<file path="config.mk">
export PLATFORM = sky130hd
export DESIGN_NAME = per_sender_replay_gate_unit
export DESIGN_NICKNAME = d
export VERILOG_FILES = /design/src/sv/psrg_pkg.sv /design/src/sv/psrg_table.sv /design/src/sv/psrg_cmp.sv /design/src/sv/per_sender_replay_gate_unit.sv
export SDC_FILE = /design/constraint.sdc
export NUM_CORES = 1
export LEC_CHECK = 0
export ABC_AREA = 1
export BUFFER_PORTS_ARGS = -buffer_cell sky130_fd_sc_hd__buf_2
export CAP_MARGIN = 20
export CORE_MARGIN = 2
export CORE_UTILIZATION = 50
export DETAILED_ROUTE_END_ITERATION = 10
export HOLD_SLACK_MARGIN = 0.05
export PLACE_DENSITY = 0.66
export SETUP_SLACK_MARGIN = 0.1
export SLEW_MARGIN = 20
export SYNTH_ARGS = -nofsm -noshare
export SYNTH_HDL_FRONTEND = slang
export SYNTH_SLANG_ARGS = --single-unit
</file>
<file path="constraint.sdc">
create_clock -name clk -period 8.1 [get_ports clk]
set_clock_uncertainty 0.05 [all_clocks]
set_input_delay 0.405 -clock clk [delete_from_list [all_inputs] [get_ports clk]]
set_output_delay 0.405 -clock clk [all_outputs]
set_load 0.005 [all_outputs]
</file>
<file path="src/sv/psrg_pkg.sv">
package psrg_pkg;

	localparam int ID_W  = 32;
	localparam int SEQ_W = 32;

	// one table entry: sender in the low half, last accepted sequence above it
	typedef struct packed {
		logic [SEQ_W-1:0] seq;
		logic [ID_W-1:0]  id;
	} entry_t;

	// outcome of comparing the pending word against one entry
	typedef struct packed {
		logic hit;    // sender matches
		logic newer;  // incoming sequence strictly above stored one
	} cmp_res_t;

endpackage

</file>
<file path="src/sv/psrg_table.sv">
module psrg_table import psrg_pkg::*; #(
	parameter int DEPTH = 8,
	parameter int IDX_W = 3
) (
	input  logic             clk,
	input  logic             wr_en,
	input  logic [IDX_W-1:0] wr_addr,
	input  entry_t           wr_data,
	input  logic [IDX_W-1:0] rd_addr,
	output entry_t           rd_data
);

	entry_t mem_q [DEPTH];
	entry_t rd_q;

	// contents undefined until written; only filled slots are ever looked at
	always_ff @(posedge clk) begin
		if (wr_en) begin
			mem_q[wr_addr] <= wr_data;
		end
		rd_q <= mem_q[rd_addr];
	end

	assign rd_data = rd_q;

endmodule

</file>
<file path="src/sv/psrg_cmp.sv">
module psrg_cmp import psrg_pkg::*; (
	input  logic [ID_W-1:0]  key_id,
	input  logic [SEQ_W-1:0] key_seq,
	input  entry_t           entry,
	output cmp_res_t         res
);

	// plain unsigned compare, no wrap window
	always_comb begin
		res.hit   = (entry.id == key_id);
		res.newer = (key_seq > entry.seq);
	end

endmodule

</file>
<file path="src/sv/per_sender_replay_gate_unit.sv">
// With the gate off or the table empty the result is decided as the input word is taken;
//   otherwise the filled entries are scanned from slot 0 until a hit or the last one misses.
// The single compare unit walks one entry per cycle; a new word is taken only in ST_IDLE.
// A finished result waits in the output register while the next word is taken.
// Reset (arst_n low, async): gate off, table empty, eviction pointer at slot 0;
//   table storage itself is not cleared.
module per_sender_replay_gate_unit import psrg_pkg::*; #(
	parameter int TABLE_DEPTH = 8
) (
	input  logic        clk,
	input  logic        arst_n,
	// config: gate_enable
	input  logic        cfg_valid,
	output logic        cfg_ready,
	input  logic [0:0]  cfg_data,
	// input words
	input  logic        s_tvalid,
	output logic        s_tready,
	input  logic [63:0] s_tdata,   // [31:0] sender_id, [63:32] sequence_number
	// result words
	output logic        m_tvalid,
	input  logic        m_tready,
	output logic [7:0]  m_tdata    // [0] accepted, [7:1] zero
);

	localparam int IDX_W = (TABLE_DEPTH > 1) ? $clog2(TABLE_DEPTH) : 1;
	localparam int CNT_W = $clog2(TABLE_DEPTH + 1);

	// sequencer states
	localparam logic [1:0] ST_IDLE = 2'd0;  // waiting for a word
	localparam logic [1:0] ST_SCAN = 2'd1;  // walking the table, one entry per cycle
	localparam logic [1:0] ST_HOLD = 2'd2;  // result ready, output register still busy

	logic [1:0]       state_q, state_d;
	logic             gate_q;
	logic [CNT_W-1:0] cnt_q, cnt_d;       // filled slots
	logic [IDX_W-1:0] rp_q, rp_d;         // round-robin eviction slot
	logic [IDX_W-1:0] idx_q, idx_d;       // entry whose read data is on rd_data
	logic [ID_W-1:0]  key_id_q;
	logic [SEQ_W-1:0] key_seq_q;
	logic             res_q;
	logic             out_vld_q, out_acc_q;

	logic             s_acc, out_free, full;
	logic             fin, fin_res, load_out, load_res;
	logic             wr_en;
	logic [IDX_W-1:0] wr_addr, rd_addr, ins_slot, rp_next;
	logic [ID_W-1:0]  key_id;
	logic [SEQ_W-1:0] key_seq;
	entry_t           wr_data, rd_data;
	cmp_res_t         cmp;

	assign cfg_ready = 1'b1;
	assign s_tready  = (state_q == ST_IDLE);
	assign s_acc     = s_tvalid && s_tready;
	assign out_free  = !out_vld_q || m_tready;

	// in IDLE the word comes straight off the bus, later from the holding regs
	assign key_id  = (state_q == ST_IDLE) ? s_tdata[31:0]  : key_id_q;
	assign key_seq = (state_q == ST_IDLE) ? s_tdata[63:32] : key_seq_q;

	assign full     = (cnt_q == CNT_W'(TABLE_DEPTH));
	assign ins_slot = full ? rp_q : cnt_q[IDX_W-1:0];
	assign rp_next  = (rp_q == IDX_W'(TABLE_DEPTH - 1)) ? '0 : rp_q + 1'b1;

	// prefetch: entry 0 while idle, the following entry while scanning
	assign rd_addr = (state_q == ST_SCAN) ? idx_q + 1'b1 : '0;

	// update and insert both write {new seq, sender}; only the slot differs
	assign wr_data.id  = key_id;
	assign wr_data.seq = key_seq;

	psrg_table #(
		.DEPTH (TABLE_DEPTH),
		.IDX_W (IDX_W)
	) u_table (
		.clk     (clk),
		.wr_en   (wr_en),
		.wr_addr (wr_addr),
		.wr_data (wr_data),
		.rd_addr (rd_addr),
		.rd_data (rd_data)
	);

	psrg_cmp u_cmp (
		.key_id  (key_id_q),
		.key_seq (key_seq_q),
		.entry   (rd_data),
		.res     (cmp)
	);

	always_comb begin
		state_d  = state_q;
		cnt_d    = cnt_q;
		rp_d     = rp_q;
		idx_d    = idx_q;
		fin      = 1'b0;
		fin_res  = 1'b0;
		wr_en    = 1'b0;
		wr_addr  = ins_slot;
		load_out = 1'b0;
		load_res = 1'b0;

		unique case (state_q)
			ST_IDLE: begin
				if (s_acc) begin
					if (!gate_q) begin
						// gate off: reject, table untouched
						fin = 1'b1;
					end else if (cnt_q == '0) begin
						// empty table: new sender goes to slot 0
						fin     = 1'b1;
						fin_res = 1'b1;
						wr_en   = 1'b1;
						cnt_d   = cnt_q + 1'b1;
					end else begin
						state_d = ST_SCAN;
						idx_d   = '0;
					end
				end
			end
			ST_SCAN: begin
				if (cmp.hit) begin
					// known sender: accept only a strictly newer sequence
					fin     = 1'b1;
					fin_res = cmp.newer;
					wr_en   = cmp.newer;
					wr_addr = idx_q;
				end else if (CNT_W'(idx_q) + CNT_W'(1) == cnt_q) begin
					// last filled entry missed: insert, or evict once full
					fin     = 1'b1;
					fin_res = 1'b1;
					wr_en   = 1'b1;
					if (full) begin
						rp_d = rp_next;
					end else begin
						cnt_d = cnt_q + 1'b1;
					end
				end else begin
					idx_d = idx_q + 1'b1;
				end
			end
			ST_HOLD: begin
				if (out_free) begin
					load_out = 1'b1;
					state_d  = ST_IDLE;
				end
			end
			default: begin
				state_d = ST_IDLE;
			end
		endcase

		if (fin) begin
			load_res = 1'b1;
			if (out_free) begin
				load_out = 1'b1;
				state_d  = ST_IDLE;
			end else begin
				state_d = ST_HOLD;
			end
		end
	end

	always_ff @(posedge clk or negedge arst_n) begin
		if (!arst_n) begin
			state_q   <= ST_IDLE;
			gate_q    <= 1'b0;
			cnt_q     <= '0;
			rp_q      <= '0;
			out_vld_q <= 1'b0;
		end else begin
			state_q <= state_d;
			cnt_q   <= cnt_d;
			rp_q    <= rp_d;
			if (cfg_valid && cfg_ready) begin
				gate_q <= cfg_data[0];
			end
			if (load_out) begin
				out_vld_q <= 1'b1;
			end else if (m_tready) begin
				out_vld_q <= 1'b0;
			end
		end
	end

	// payload registers
	always_ff @(posedge clk) begin
		idx_q <= idx_d;
		if (s_acc) begin
			key_id_q  <= s_tdata[31:0];
			key_seq_q <= s_tdata[63:32];
		end
		if (load_res) begin
			res_q <= fin_res;
		end
		if (load_out) begin
			out_acc_q <= fin ? fin_res : res_q;
		end
	end

	assign m_tvalid = out_vld_q;
	assign m_tdata  = {7'b0, out_acc_q};

endmodule

</file>
# Yosys cells after proc, flatten, opt, wreduce, memory -nomap -nowiden
# Memories as Yosys holds them, arrays and structs flattened. A register that Yosys moved wholly into a read port is not among the register bits.
# Cells that the tools add are included.
[totals]
memories = 1
reg_bits = 80
mem_bits_rw = 512
latch_bits = 0
mem_bits_ro = 0
wordCells = 94
out_inout_bits = 11
[mem_list]
columns = ["memory", "words", "width", "rd", "rd_ports_with_merged_regs", "write_ports", "line", "source"]
rows = [
  ["u_table.mem_q", 8, 64, 1, 1, 1, "psrg_table.sv:13", "entry_t mem_q [DEPTH];"],
]
[classes]
mux = 47
n_eq_ne = 19
addsub = 4
shifts = 0
multipliers = 0
reduce_logical = 11
n_div = 0
magnitude_cmp = 1
bitwise_logic = 1
[op_table]
columns = ["op", "count"]
rows = [
  ["2-to-1 mux 32 bit", 2],
  ["== test 32 bit", 1],
  ["> comparator 32 bit", 1],
  ["2-to-1 mux 3 bit", 10],
  ["2-to-1 mux 4 bit", 6],
  ["2-to-1 mux 1 bit", 18],
  ["2-to-1 mux 2 bit", 6],
  ["!= test 2 bit (second input constant)", 5],
  ["!= test 2 x 1 -> 1 bit (second input constant)", 4],
  ["case mux 4 bit (2 select lines)", 1],
  ["AND reduction 7 bit", 1],
  ["adder 3 x 1 -> 3 bit (second input constant)", 2],
  ["!= test 3 x 1 -> 1 bit (second input constant)", 2],
  ["!= test 3 bit (second input constant)", 2],
  ["case mux 2 bit (3 select lines)", 1],
  ["case mux 3 bit (2 select lines)", 1],
  ["AND reduction 6 bit", 1],
  ["AND reduction 5 bit", 1],
  ["adder 3 x 1 -> 4 bit (second input constant)", 1],
  ["adder 4 x 1 -> 4 bit (second input constant)", 1],
  ["== test 4 bit", 1],
  ["== test 4 bit (second input constant)", 1],
  ["logical NOT 4 bit", 1],
  ["case mux 1 bit (2 select lines)", 2],
  ["other kinds (10)", 11],
]

# Logic depth before layout (Yosys ltp)
# Gate-level depths: netlist of run 1.
[logic_depth]
word_depth = 7
depth_mapped = 19
depth_no_buf = 19

# Hierarchy
# A second synthesis of run 1 with hierarchy kept.
[hier_totals]
cells_unflattened = 2927
area_unflattened_um2 = 28780.1
[modules_own_cells]
columns = ["module", "seq_area_each_um2", "cells_each", "instances", "area_per_inst_um2"]
rows = [
  ["psrg_table", 16656.0, 2294, 1, 23657.7],
  ["per_sender_replay_gate_unit", 2347.3, 425, 1, 3816.2],
  ["psrg_cmp", 0.0, 208, 1, 1306.3],
]

# Worst setup path before layout of run 1
# Ideal clock, no wire load.
[synth_path]
path_type = "register to register"
from = "reg state_q[1]"
to = "mem u_table.mem_q[6][0] (netlist name), enable pin"
t_arrival_ns = 6.844
setup_slack_ns = 0.720
n_path_buf = 1
required_ns = 7.564
stages_incl_launch_ff = 9
cell_sequence = "dfrtp_1 nor2_1 buf_2 inv_2 nor2_1 nand3_1 nand2_2 inv_1 nor2_1"
[synth_via]
elab_chain_cells = 6
word_cells_on_any_way = 8
cone_classes = "1 x eq/ne; 5 x mux; 2 x reduce/logical"
[synth_rtl]
columns = ["item", "line", "source"]
rows = [
  ["start: declaration", "per_sender_replay_gate_unit.sv:34", "logic [1:0] state_q, state_d;"],
  ["start signal: assignment", "per_sender_replay_gate_unit.sv:173", "state_q <= state_d;"],
  ["logical NOT 2 bit", "per_sender_replay_gate_unit.sv:54", "assign s_tready = (state_q == ST_IDLE);"],
  ["logical AND 1 bit", "per_sender_replay_gate_unit.sv:55", "assign s_acc = s_tvalid && s_tready;"],
  ["via s_acc", "per_sender_replay_gate_unit.sv:44", "logic s_acc, out_free, full;"],
  ["2-to-1 mux 1 bit", "-", ""],
  ["case mux 1 bit (2 select lines)", "-", ""],
  ["via fin_res", "per_sender_replay_gate_unit.sv:45", "logic fin, fin_res, load_out, load_res;"],
  ["2-to-1 mux 1 bit", "psrg_table.sv:18", "if (wr_en) begin"],
  ["2-to-1 mux 1 bit (implied by the code)", "psrg_table.sv:19", "mem_q[wr_addr] <= wr_data;"],
  ["end: declaration", "psrg_table.sv:13", ""],
]
# The timed path passes the listed nets, and every way through them passes these cells.

# Worst setup path after layout of run 1
[layout_path]
from = "reg state_q[1]"
to = "mem u_table.mem_q[5][63] (netlist name), enable pin"
# Same word-level chain as after synthesis.

==> flow_results.xml, run 1 <==
<?xml version="1.0" encoding="UTF-8"?>
<metrics>
  <group name="outcome">
    <metric name="run_status" unit="">finished, final reports clean</metric>
  </group>
  <group name="logic_synthesis">
    <metric name="mux_cell_area_share_after_synthesis" unit="%">0</metric>
    <metric name="synth-edff-count" unit="">581</metric>
    <metric name="netlist_area_before_placement" unit="mm²">0.0267</metric>
    <metric name="yosysSeqAreaShare" unit="%">71.1</metric>
    <metric name="synthFlopType" unit="">edfxtp_1</metric>
    <metric name="synth_top_area_cell" unit="">edfxtp_1</metric>
    <metric name="synth_top_area_share" unit="%">65.2</metric>
    <metric name="synth_top_cells_by_area" unit="">edfxtp_1, nor2_1, dfxtp_1, nand2_1, o211ai_1</metric>
    <metric name="simple_gate_share_of_the_synthesized_area" unit="%">13.9</metric>
    <metric name="ys_warn_count" unit="">0</metric>
    <metric name="asyncSetResetFlopFracSynth" unit="%">1.68</metric>
    <metric name="distinct_cell_type_count_of_the_synthesized_netlist" unit="">36</metric>
    <metric name="synthXorXnorAreaFrac" unit="%">0.819</metric>
    <metric name="synth-compound-area-share" unit="%">8.66</metric>
    <metric name="postSynthCellCount" unit="">2191</metric>
    <metric name="synthAdderAreaFrac" unit="%">1.73</metric>
    <metric name="syn_avg_cell_area" unit="µm²">12.2</metric>
    <metric name="synth-seq-cells" unit="">656</metric>
    <metric name="synth_top_family_by_area" unit="">simple AND/OR/NAND/NOR gates</metric>
  </group>
  <group name="critical_path">
    <metric name="worst_r2r_dst" unit="">u_table.mem_q[5][63]$_DFFE_PP_</metric>
    <metric name="critical_path_required" unit="ps">8250</metric>
    <metric name="setup.worst_path.start" unit="">state_q[1]$_DFFE_PN0P_</metric>
    <metric name="reg2reg_from" unit="">state_q[1]$_DFFE_PN0P_</metric>
    <metric name="critPathKind" unit="">register to register</metric>
    <metric name="signal_arrival_time_at_the_worst_endpoint" unit="ps">4470</metric>
    <metric name="worst-path-max-fanout" unit="">43</metric>
    <metric name="crit_end" unit="">u_table.mem_q[5][63]$_DFFE_PP_</metric>
    <metric name="timing.reg2reg.setup_slack" unit="ps">3790</metric>
    <metric name="cp-start-kind" unit="">register</metric>
    <metric name="type_of_element_capturing_the_critical_path" unit="">register</metric>
    <metric name="worst-r2r-cell-count" unit="">8</metric>
  </group>
  <group name="finish">
    <metric name="share_of_layout_cells_above_drive_strength_1" unit="%">14.4</metric>
    <metric name="layout_nets" unit="">2413</metric>
    <metric name="synthToLayoutAreaGrowth" unit="%">14.0</metric>
    <metric name="postLayoutCoreUtil" unit="%">57.8</metric>
    <metric name="antenna_diode_count" unit="">0</metric>
  </group>
  <group name="hold_path">
    <metric name="min-delay-path-class" unit="">primary input to async pin</metric>
  </group>
  <group name="power">
    <metric name="switching_power" unit="mW">4.56</metric>
    <metric name="power_switching_share" unit="%">37.4</metric>
    <metric name="largest_vdd_supply_drop" unit="µV">354</metric>
    <metric name="report.power.total" unit="mW">12.2</metric>
    <metric name="power.share.sequential" unit="%">36.3</metric>
    <metric name="int_power" unit="mW">7.64</metric>
    <metric name="leakage" unit="nW">11.0</metric>
    <metric name="combPwrFrac" unit="%">38.3</metric>
    <metric name="p_per_area" unit="mW/mm²">400</metric>
    <metric name="power_frac_clock" unit="%">25.4</metric>
  </group>
  <group name="drt">
    <metric name="final_routed_wirelength" unit="mm">59.4</metric>
    <metric name="route.detailed.drc" unit="">0</metric>
    <metric name="vias_per_cell" unit="">5.44</metric>
    <metric name="detailedRoute.firstPassIterationCount" unit="">6</metric>
    <metric name="drt_first_iter_violations" unit="">1544</metric>
    <metric name="routed-via-count" unit="">16600</metric>
    <metric name="avgRoutedWirePerCell" unit="µm">19.5</metric>
    <metric name="drtAntennaViolNets" unit="">0</metric>
  </group>
  <group name="clock_tree">
    <metric name="cts_tree" unit="">built</metric>
    <metric name="ctsHtreeMaxLevel" unit="">3</metric>
    <metric name="worst_skew_pair.late_latency" unit="ps">590</metric>
    <metric name="cts_buf_count" unit="">68</metric>
    <metric name="root_buffer_cell" unit="">clkbuf_16</metric>
    <metric name="postCtsResizedCells" unit="">0</metric>
    <metric name="clk_pin_slew_worst_paths" unit="ps">60</metric>
    <metric name="cts.sinks" unit="">656</metric>
    <metric name="cts.path.max_buffers" unit="">3</metric>
  </group>
  <group name="timing">
    <metric name="setup_violations" unit="">0</metric>
    <metric name="grt_setup_unrepaired" unit="">no</metric>
    <metric name="period_share" unit="%">53.2</metric>
    <metric name="slew_margin_rel" unit="%">25.7</metric>
    <metric name="tns" unit="ps">0</metric>
    <metric name="achievable-frequency" unit="GHz">0.232</metric>
    <metric name="finalHoldWorstSlack" unit="ps">212</metric>
    <metric name="slew_viol_final" unit="">0</metric>
    <metric name="worst-slew-pin-transition" unit="ps">1110</metric>
    <metric name="setup_slack" unit="ps">3790</metric>
    <metric name="hold_viol" unit="">0</metric>
    <metric name="finalCriticalPeriod" unit="ps">4310</metric>
  </group>
  <group name="place">
    <metric name="port_buffers" unit="">72</metric>
    <metric name="hpwl" unit="mm">31.5</metric>
    <metric name="gp_routability_congestion" unit="">0.792</metric>
    <metric name="setup_slack_at_placement" unit="ps">3720</metric>
  </group>
  <group name="floorplanning">
    <metric name="die_w" unit="µm">235</metric>
    <metric name="core.rowCount" unit="">84</metric>
    <metric name="die-height" unit="µm">235</metric>
    <metric name="design.core.area" unit="mm²">0.0528</metric>
    <metric name="start_util" unit="%">50.7</metric>
    <metric name="floorplan_die_area" unit="mm²">0.0554</metric>
    <metric name="top_level_ports" unit="">81</metric>
  </group>
  <group name="global_routing">
    <metric name="grt_pass1_wl" unit="mm">91.9</metric>
    <metric name="initial_antenna_violation_count" unit="">2</metric>
    <metric name="grt-busiest-layer" unit="">met2</metric>
    <metric name="overflow_left_after_global_routing" unit="">0</metric>
    <metric name="grt_util_met1" unit="%">30.5</metric>
    <metric name="grt_max_degree" unit="">230</metric>
    <metric name="grtUsageTotal" unit="%">21.4</metric>
    <metric name="met2_track_usage_gr" unit="%">33.9</metric>
    <metric name="grt_pass1_vias" unit="">16100</metric>
    <metric name="grt.met3_usage" unit="%">3.53</metric>
  </group>
  <group name="run">
    <metric name="cap_viol_max_count" unit="">0</metric>
  </group>
</metrics>
==> flip-flops by register name (all words and copies together) (netlist names), 2 cells and up <==
register	flops
u_table.mem_q	512
u_table.rd_data	64
key_id_q	32
key_seq_q	32
cnt_q	4
idx_q	3
rp_q	3
state_q	2
==> layout by cell type (no fill, tap or decap), types with 12 or more instances in the layout <==
master | synthesis | layout
edfxtp_1 | 581 | 581
a21oi_1 | 16 | 16
ha_1 | 37 | 37
o21ai_1 | 43 | 43
o211ai_1 | 119 | 119
dlygate4sd3_1 | 0 | 69
nand3_1 | 20 | 20
inv_1 | 91 | 89
or2_2 | 123 | 123
nor2_1 | 371 | 362
clkbuf_8 | 0 | 12
buf_4 | 17 | 18
buf_2 | 62 | 72
dfxtp_1 | 64 | 64
clkbuf_1 | 31 | 13
a31oi_1 | 64 | 64
nand2_1 | 337 | 337
xnor2_1 | 22 | 22
o21ai_0 | 121 | 121
clkbuf_16 | 0 | 71
nand4_1 | 16 | 16
==> power by group through the flow <==
stage	combinational (mW)	sequential, mW	clock (mW)
4_1_cts	4.69	4.42	3.15
2_1_floorplan	3.61	4.45	0
3_3_place_gp	4.54	4.49	0
6_report	4.67	4.43	3.10
5_1_grt	5.28	4.45	3.28
3_5_place_dp	4.64	4.49	0
==> how the worst min path moves through the flow <==
stage                       from                endpoint  slack (ps)  cells after the start
final                     arst_n     rp_q[2]$_DFFE_PN0P_         210                      2
after global routing      arst_n    m_tvalid$_DFFE_PN0P_         210                      2
after detailed placement  arst_n    m_tvalid$_DFFE_PN0P_         240                      1
after floorplan           arst_n    cnt_q[0]$_DFFE_PN0P_          60                      0
after global placement    arst_n      gate_q$_DFFE_PN0P_         240                      1
after CTS                 arst_n  state_q[1]$_DFFE_PN0P_         180                      2
==> timing repair <==
item                                   CTS  global route
buffers inserted                         0             0
hold buffers                            69             0
endpoints found under the hold margin   78             0
==> cells in the mapped netlist, types with 22 or more instances <==
master    number
a31oi_1       64
buf_2         62
clkbuf_1      31
dfxtp_1       64
edfxtp_1     581
ha_1          37
inv_1         91
nand2_1      337
nor2_1       371
o211ai_1     119
o21ai_0      121
o21ai_1       43
or2_2        123
xnor2_1       22
==> logic make-up (layout without fill, tap and decap cells) <==
kind of cell | after synthesis | count (layout)
flip-flops | 656 | 656
other | 2 | 8
AO/OA/AOI/OAI | 379 | 379
adder cells (fa/ha/maj) | 37 | 37
XOR/XNOR | 25 | 25
buffers and inverters | 216 | 378
AND/OR/NAND/NOR | 876 | 876
==> worst max-delay path, cell delays in order (launching register included) <==
cell,delay [ps]
dfrtp_1,440
nor2_4,680
inv_2,110
nor2_4,670
nand3_1,200
nand2_2,190
nand2_1,100
nor2_4,660
buf_4,790
==> stage by stage <==
| step | area (µm²) | std cells |
|---|---|---|
| 6_report | 30500 | 3047 |
| 5_1_grt | 30500 | 3047 |
| 4_1_cts | 30500 | 3047 |
| 3_5_place_dp | 27600 | 2855 |
| 3_3_place_gp | 27600 | 2855 |
| 2_1_floorplan | 26800 | 2197 |
==> per-layer routing <==
metal  up-vias  wire length [µm]
li1       7923                 -
met1      8102             27000
met2       432             27800
met3       104              3110
met4         4              1430
met5         -                27
==> final cells by class <==
class,count,area (µm²)
clock inverter,27,244
timing repair buffer,161,1220
multi-input combinational,1325,6820
inverter,94,360
fill,4221,22300
sequential,656,19000
tap,688,861
clock buffer,96,1990
Power figures use the tool's default switching activity.
==> inputs of run 2 (changes only) <==
ABC_AREA = 0   (was 1)
PLACE_DENSITY = 0.69   (was 0.66)
clock period = 3.6 ns   (was 8.1 ns; I/O delays follow)
==> run 2 against run 1 <==
Largest cell class unchanged. Non-clock buffer count is 26 higher. Critical endpoint is now u_table.mem_q[1][54]$_DFFE_PP_. Worst hold slack gained 52 ps. Via count decreased by 8.0%. Routed wire length fell by 2.4%. Critical path type unchanged. Highest routed layer unchanged. Clock-buffer cell count increased by 5. Sequential power is 140% higher. Maximum frequency increased by 28%. Total power rose by 120%. Global-route usage grew 0.37 points.
==> flow_results.xml, run 2 <==
<?xml version="1.0" encoding="UTF-8"?>
<metrics>
  <group name="critical_path">
    <metric name="worst_path_max_delay_cell" unit="">nor4_4</metric>
    <metric name="timing.critical_path.cells" unit="">xnor2_1 &gt; nand4_1 &gt; nor4_4 &gt; nand3_4 &gt; o31a_1 &gt; buf_12 &gt; nor3_4 &gt; buf_4</metric>
    <metric name="critPathKind" unit="">register to register</metric>
    <metric name="cp-start-kind" unit="">register</metric>
    <metric name="critical-path-max-stage-delay" unit="ps">500</metric>
    <metric name="critical_path_buf_inv_count" unit="">2</metric>
    <metric name="worst-path-max-fanout" unit="">24</metric>
    <metric name="path_delay_family" unit="">simple AND/OR/NAND/NOR gates</metric>
    <metric name="type_of_element_capturing_the_critical_path" unit="">register</metric>
    <metric name="critical_path_required" unit="ps">3780</metric>
    <metric name="signal_arrival_time_at_the_worst_endpoint" unit="ps">3540</metric>
  </group>
  <group name="run">
    <metric name="cap_viol_max_count" unit="">0</metric>
  </group>
  <group name="finish">
    <metric name="antenna_diode_count" unit="">0</metric>
    <metric name="largest_register_ffs" unit="">512</metric>
    <metric name="layout.cells.most_common" unit="">edfxtp_1</metric>
    <metric name="final-instance-count-excl-fill" unit="">2725</metric>
    <metric name="max_flop_register" unit="">u_table.mem_q</metric>
    <metric name="share_of_layout_cells_above_drive_strength_1" unit="%">18.3</metric>
    <metric name="layout_nets" unit="">2100</metric>
    <metric name="fillers" unit="">3969</metric>
    <metric name="layout_common_cells" unit="">edfxtp_1, nand2_1, nand3_1, mux2_2, o21ai_0</metric>
    <metric name="synthToLayoutAreaGrowth" unit="%">16.8</metric>
  </group>
  <group name="logic_synthesis">
    <metric name="syn_avg_cell_area" unit="µm²">14.3</metric>
    <metric name="postSynthCellCount" unit="">1832</metric>
    <metric name="synth_top_area_cell" unit="">edfxtp_1</metric>
    <metric name="netlist_area_before_placement" unit="mm²">0.0261</metric>
    <metric name="synth_top_cells_by_area" unit="">edfxtp_1, mux2_2, dfxtp_1, nand2_1, nand3_1</metric>
    <metric name="synthFlopType" unit="">edfxtp_1</metric>
    <metric name="netlist_top_cells_count" unit="">edfxtp_1, nand2_1, nand3_1</metric>
    <metric name="synth_top_area_share" unit="%">66.8</metric>
    <metric name="asyncSetResetFlopFracSynth" unit="%">1.68</metric>
    <metric name="synth-edff-count" unit="">581</metric>
    <metric name="yosysSeqAreaShare" unit="%">72.7</metric>
    <metric name="ys_warn_count" unit="">0</metric>
    <metric name="distinct_cell_type_count_of_the_synthesized_netlist" unit="">52</metric>
    <metric name="synth-seq-cells" unit="">656</metric>
    <metric name="yosys.cell_count.top_type" unit="">edfxtp_1</metric>
  </group>
  <group name="clock_tree">
    <metric name="cts.sinks" unit="">656</metric>
    <metric name="cts.path.max_buffers" unit="">3</metric>
    <metric name="root_buffer_cell" unit="">clkbuf_16</metric>
    <metric name="cts_tree" unit="">built</metric>
    <metric name="cts_buf_count" unit="">69</metric>
    <metric name="worst_skew_pair.late_latency" unit="ps">590</metric>
    <metric name="clk_pin_slew_worst_paths" unit="ps">60</metric>
    <metric name="ctsHtreeMaxLevel" unit="">3</metric>
  </group>
  <group name="power">
    <metric name="report.power.total" unit="mW">26.9</metric>
    <metric name="leakage" unit="nW">11.1</metric>
    <metric name="largest_vdd_supply_drop" unit="µV">1420</metric>
    <metric name="p_per_area" unit="mW/mm²">882</metric>
  </group>
  <group name="drt">
    <metric name="drt_first_iter_violations" unit="">1283</metric>
    <metric name="detailedRoute.firstPassIterationCount" unit="">5</metric>
    <metric name="final_routed_wirelength" unit="mm">58.0</metric>
    <metric name="drtAntennaViolNets" unit="">0</metric>
    <metric name="avgRoutedWirePerCell" unit="µm">21.3</metric>
    <metric name="routed-via-count" unit="">15200</metric>
    <metric name="route.detailed.drc" unit="">0</metric>
    <metric name="vias_per_cell" unit="">5.59</metric>
  </group>
  <group name="outcome">
    <metric name="run_status" unit="">finished, final reports clean</metric>
  </group>
  <group name="timing">
    <metric name="setup_slack" unit="ps">235</metric>
    <metric name="slew_viol_final" unit="">0</metric>
    <metric name="grt_setup_unrepaired" unit="">no</metric>
    <metric name="worst-slew-pin-transition" unit="ps">974</metric>
    <metric name="achievable-frequency" unit="GHz">0.297</metric>
    <metric name="tns" unit="ps">0</metric>
    <metric name="period_share" unit="%">93.5</metric>
    <metric name="finalCriticalPeriod" unit="ps">3360</metric>
    <metric name="setup_violations" unit="">0</metric>
    <metric name="finalHoldWorstSlack" unit="ps">265</metric>
    <metric name="slew_margin_rel" unit="%">35.1</metric>
    <metric name="hold_viol" unit="">0</metric>
  </group>
  <group name="place">
    <metric name="hpwl" unit="mm">32.9</metric>
    <metric name="placed_cells_incl_taps" unit="">2531</metric>
    <metric name="port_buffers" unit="">72</metric>
    <metric name="setup_slack_at_placement" unit="ps">161</metric>
    <metric name="gp_routability_congestion" unit="">0.809</metric>
  </group>
  <group name="global_routing">
    <metric name="grtUsageTotal" unit="%">21.8</metric>
    <metric name="initial_antenna_violation_count" unit="">1</metric>
    <metric name="grt_pass1_vias" unit="">15300</metric>
    <metric name="grt_pass1_wl" unit="mm">88.6</metric>
    <metric name="grt_max_degree" unit="">129</metric>
    <metric name="overflow_left_after_global_routing" unit="">0</metric>
  </group>
  <group name="floorplanning">
    <metric name="die-height" unit="µm">233</metric>
    <metric name="start_util" unit="%">50.7</metric>
    <metric name="die_w" unit="µm">233</metric>
    <metric name="core.rowCount" unit="">83</metric>
    <metric name="top_level_ports" unit="">81</metric>
    <metric name="design.core.area" unit="mm²">0.0515</metric>
    <metric name="floorplan_die_area" unit="mm²">0.0541</metric>
  </group>
  <group name="hold_path">
    <metric name="min-delay-path-class" unit="">primary input to register</metric>
  </group>
</metrics>
## run 2: timing repair
item,CTS,global route
gates resized for setup,0,2
hold buffers,70,0
endpoints found under the hold margin,560,0
setup endpoints to repair,0,121
setup buffers,0,1
## run 2: cell type report
| cell class | count | area, µm² | share of cell area (%) |
|---|---|---|---|
| clock inverter | 22 | 188 | 0.615 |
| timing repair buffer | 187 | 1660 | 5.43 |
| sequential | 656 | 19000 | 62.3 |
| clock buffer | 101 | 1960 | 6.42 |
| inverter | 40 | 153 | 0.500 |
| multi-input combinational | 1039 | 6710 | 22.0 |
| tap | 680 | 851 | 2.79 |
## run 2: cell families after synthesis
family	Yosys count	share of synthesized area (%)
compound gates	169	3.55
flops	656	72.7
simple gates	588	10.1
xor+xnor	38	1.27
fa+ha+maj	37	1.77
mux	199	8.27
buf+inv	143	2.29
other cells	2	0.0287
## run 2: per-stage QoR
| stage | utilization (%) | cell area [µm²] |
|---|---|---|
| after global routing | 59.3 | 30500 |
| after detailed placement | 53.7 | 27700 |
| after global placement | 53.7 | 27700 |
| after floorplan | - | 26300 |
| after CTS | 59.2 | 30500 |
| final | 59.3 | 30500 |
## run 2: worst paths after layout
kind	cells past startpoint	slack, ps	to	from
max	8	240	u_table.mem_q[1][54]$_DFFE_PP_	key_id_q[1]$_DFFE_PP_
min	2	260	key_id_q[29]$_DFFE_PP_	s_tdata[29]
max reg2reg	8	240	u_table.mem_q[1][54]$_DFFE_PP_	key_id_q[1]$_DFFE_PP_
min reg2reg	1	510	rp_q[1]$_DFFE_PN0P_	rp_q[1]$_DFFE_PN0P_
max in group asynchronous	3	2270	state_q[0]$_DFFE_PN0P_	arst_n
min in group asynchronous	3	740	rp_q[1]$_DFFE_PN0P_	arst_n
## run 2: worst reg2reg max path: stages (launching register included)
cell	delay (ps)
edfxtp_1	400
xnor2_1	380
nand4_1	320
nor4_4	500
nand3_4	210
o31a_1	360
buf_12	170
nor3_4	170
buf_4	430
## run 2: report_power, final
group / internal [mW] / leakage [nW] / switching [mW] / total, mW
Combinational: 3.60 / 4.10 / 6.02 / 9.63
Sequential: 10.1 / 5.94 / 0.414 / 10.5
Clock: 3.99 / 1.05 / 2.78 / 6.77
## run 2: metal layers
metal  vias to the layer above  track usage, %  part of all wire (%)
met5                         -               0                 0.022
met4                         2            8.30                   3.3
met3                       115            4.14                   6.4
met2                       493            35.1                    48
met1                      7607            29.5                    43
li1                       7029               -                     -
==> inputs of run 3 (changes only) <==
PLACE_DENSITY = 0.66   (was 0.69)
SKIP_LAST_GASP = 1   (was unset)
clock period = 3.9 ns   (was 3.6 ns; I/O delays follow)
==> run 3 against run 2 <==
Register-to-register slack improved by 250 ps. Largest power group unchanged. Highest routed layer is now met4. Largest cell class unchanged. Routed wire length increased by 2.2%. Worst setup slack better by 250 ps. Combinational power fell by 6.3%. Non-clock buffer count increased by 11. Design area is 0.36% higher. Worst hold slack worse by 150 ps. Sequential power decreased by 7%. Critical path depth rose by 2.
==> flow_results.xml, run 3 (synthesized netlist as in run 2, its figures left out) <==
<?xml version="1.0" encoding="UTF-8"?>
<metrics>
  <group name="clock_tree">
    <metric name="postCtsSetupBuffers" unit="">0</metric>
    <metric name="cts_buf_count" unit="">68</metric>
    <metric name="root_buffer_cell" unit="">clkbuf_16</metric>
    <metric name="ctsHtreeMaxLevel" unit="">3</metric>
    <metric name="cts.path.max_buffers" unit="">3</metric>
    <metric name="cts.sinks" unit="">656</metric>
    <metric name="postCtsResizedCells" unit="">0</metric>
    <metric name="cts_tree" unit="">built</metric>
    <metric name="clk_pin_slew_worst_paths" unit="ps">60</metric>
    <metric name="worst_skew_pair.late_latency" unit="ps">600</metric>
  </group>
  <group name="floorplanning">
    <metric name="design.core.area" unit="mm²">0.0515</metric>
    <metric name="die_w" unit="µm">233</metric>
    <metric name="top_level_ports" unit="">81</metric>
    <metric name="core.rowCount" unit="">83</metric>
    <metric name="die-height" unit="µm">233</metric>
    <metric name="start_util" unit="%">50.7</metric>
    <metric name="floorplan_die_area" unit="mm²">0.0541</metric>
  </group>
  <group name="finish">
    <metric name="finish.instance_area" unit="mm²">0.0306</metric>
    <metric name="layout_nets" unit="">2110</metric>
    <metric name="final-instance-count-excl-fill" unit="">2738</metric>
    <metric name="synthToLayoutAreaGrowth" unit="%">17.2</metric>
    <metric name="combined_area_of_the_multi_input_logic_cells" unit="mm²">0.00671</metric>
    <metric name="layout_common_cells" unit="">edfxtp_1, nand2_1, nand3_1, mux2_2, o21ai_0</metric>
    <metric name="fillers" unit="">3999</metric>
    <metric name="share_of_layout_cells_above_drive_strength_1" unit="%">18.6</metric>
    <metric name="antenna_diode_count" unit="">0</metric>
    <metric name="layout.cells.most_common" unit="">edfxtp_1</metric>
    <metric name="final-seq-area" unit="mm²">0.0190</metric>
    <metric name="largest_register_ffs" unit="">512</metric>
    <metric name="max_flop_register" unit="">u_table.mem_q</metric>
  </group>
  <group name="critical_path">
    <metric name="signal_arrival_time_at_the_worst_endpoint" unit="ps">3610</metric>
    <metric name="critical_path_buf_inv_count" unit="">2</metric>
    <metric name="worst_path_max_delay_cell" unit="">edfxtp_1</metric>
    <metric name="timing.critical_path.mode_cell" unit="">buf_12</metric>
    <metric name="worst-r2r-cell-count" unit="">10</metric>
    <metric name="critical-path-max-stage-delay" unit="ps">510</metric>
    <metric name="worst-path-max-fanout" unit="">46</metric>
    <metric name="critical_path_required" unit="ps">4090</metric>
    <metric name="path_delay_family" unit="">compound AO/OA/AOI/OAI gates</metric>
    <metric name="timing.critical_path.cells" unit="">ha_4 &gt; xnor2_1 &gt; xor2_1 &gt; nand4_1 &gt; a211oi_1 &gt; a31oi_1 &gt; o31a_1 &gt; buf_12 &gt; nor3b_4 &gt; buf_12</metric>
    <metric name="cp-start-kind" unit="">register</metric>
    <metric name="type_of_element_capturing_the_critical_path" unit="">register</metric>
    <metric name="critPathKind" unit="">register to register</metric>
    <metric name="depth_of_the_critical_timing_path_with_buffers_and_inverters_included" unit="">10</metric>
  </group>
  <group name="global_routing">
    <metric name="overflow_left_after_global_routing" unit="">0</metric>
    <metric name="grtUsageTotal" unit="%">22.3</metric>
    <metric name="initial_antenna_violation_count" unit="">1</metric>
    <metric name="grt_pass1_vias" unit="">15400</metric>
    <metric name="grt_pass1_wl" unit="mm">90.6</metric>
    <metric name="grt_max_degree" unit="">130</metric>
  </group>
  <group name="timing">
    <metric name="finalCriticalPeriod" unit="ps">3410</metric>
    <metric name="worst-slew-pin-transition" unit="ps">977</metric>
    <metric name="slew_margin_rel" unit="%">34.9</metric>
    <metric name="grt_setup_unrepaired" unit="">no</metric>
    <metric name="slew_viol_final" unit="">0</metric>
    <metric name="achievable-frequency" unit="GHz">0.293</metric>
    <metric name="hold_viol" unit="">0</metric>
    <metric name="setup_violations" unit="">0</metric>
    <metric name="period_share" unit="%">87.4</metric>
    <metric name="setup_slack" unit="ps">490</metric>
  </group>
  <group name="power">
    <metric name="leakage" unit="nW">11.1</metric>
    <metric name="combPwrFrac" unit="%">36.3</metric>
    <metric name="power_switching_share" unit="%">35.0</metric>
    <metric name="int_power" unit="mW">16.1</metric>
    <metric name="largest_vdd_supply_drop" unit="µV">1250</metric>
    <metric name="switching_power" unit="mW">8.68</metric>
    <metric name="p_per_area" unit="mW/mm²">810</metric>
    <metric name="power_frac_clock" unit="%">24.4</metric>
    <metric name="power.share.sequential" unit="%">39.2</metric>
  </group>
  <group name="drt">
    <metric name="drt_first_iter_violations" unit="">1270</metric>
    <metric name="drtAntennaViolNets" unit="">0</metric>
    <metric name="detailedRoute.firstPassIterationCount" unit="">7</metric>
    <metric name="final_routed_wirelength" unit="mm">59.3</metric>
    <metric name="avgRoutedWirePerCell" unit="µm">21.7</metric>
    <metric name="vias_per_cell" unit="">5.56</metric>
    <metric name="route.detailed.drc" unit="">0</metric>
    <metric name="routed-via-count" unit="">15200</metric>
  </group>
  <group name="outcome">
    <metric name="run_status" unit="">finished, final reports clean</metric>
  </group>
  <group name="place">
    <metric name="setup_slack_at_placement" unit="ps">556</metric>
    <metric name="gp_routability_congestion" unit="">0.801</metric>
    <metric name="hpwl" unit="mm">33.2</metric>
    <metric name="port_buffers" unit="">72</metric>
    <metric name="placed_cells_incl_taps" unit="">2543</metric>
    <metric name="placement.cell_area" unit="mm²">0.0279</metric>
  </group>
  <group name="hold_path">
    <metric name="min-delay-path-class" unit="">primary input to register</metric>
    <metric name="min_delay_path_depth" unit="">4</metric>
  </group>
  <group name="run">
    <metric name="cap_viol_max_count" unit="">0</metric>
  </group>
</metrics>
==> run 3: cell count changes in the layout (fill, tap and decap cells not counted), moves of 3 or more <==
cell	change
buf_4	+4
inv_6	+5
clkinv_1	+6
clkinv_2	-3
buf_12	+9
==> run 3: final timing paths <==
path,from,to,slack [ps]
min,s_tvalid,state_q[0]$_DFFE_PN0P_,120
min in group asynchronous,arst_n,cnt_q[1]$_DFFE_PN0P_,680
max,idx_q[0]$_DFFE_PP_,u_table.mem_q[4][41]$_DFFE_PP_,490
max in group asynchronous,arst_n,cnt_q[3]$_DFFE_PN0P_,2270
min reg2reg,rp_q[1]$_DFFE_PN0P_,rp_q[1]$_DFFE_PN0P_,510
max reg2reg,idx_q[0]$_DFFE_PP_,u_table.mem_q[4][41]$_DFFE_PP_,490
==> run 3: power by group through the flow <==
| stage | combinational, mW | sequential, mW | clock (mW) |
|---|---|---|---|
| floorplan | 6.17 | 9.75 | 0 |
| global placement | 8.87 | 9.85 | 0 |
| detailed placement | 9.00 | 9.87 | 0 |
| CTS | 9.12 | 9.74 | 6.18 |
| global route | 9.95 | 9.82 | 6.46 |
| finish | 9.02 | 9.74 | 6.06 |
==> run 3: per-stage QoR <==
stage | power (mW) | hold WS (ps) | utilization (%) | setup TNS [ps]
2_1_floorplan | 15.9 | -151 | - | -31620
5_1_grt | 26.2 | 119 | 59.5 | 0
3_5_place_dp | 18.9 | 50.4 | 54.1 | 0
6_report | 24.8 | 115 | 59.5 | 0
3_3_place_gp | 18.7 | 48.6 | 54.1 | 0
4_1_cts | 25.0 | 72.9 | 59.5 | 0
==> run 3: layout make-up <==
type / count / area share, %
clock inverters: 29 / 0.621
well taps: 680 / 2.78
inverters: 40 / 0.498
clock buffers: 96 / 6.13
multi-input cells: 1039 / 21.9
flip-flops and latches: 656 / 62.0
repair buffers: 198 / 6.02
==> run 3: tightest hold or removal path, cell delays in order <==
cell     delay [ps]
buf_2           130
nor3b_1         190
a31oi_1          80
nor2_1          110
==> run 3: routing by layer <==
| layer | GRT usage (%) | part of all wire [%] | vias to the layer above | routed length [µm] |
|---|---|---|---|---|
| li1 | - | - | 7060 | - |
| met3 | 3.26 | 4.6 | 91 | 2760 |
| met4 | 8.24 | 2.8 | 0 | 1670 |
| met1 | 30.8 | 45 | 7671 | 26400 |
| met5 | 0 | 0 | - | 0 |
| met2 | 36.3 | 48 | 403 | 28500 |
==> run 3: repair_timing <==
item | in CTS | in global routing
hold buffers | 70 | 0
endpoints found under the setup margin | 0 | 0
hold endpoints to repair | 566 | 0
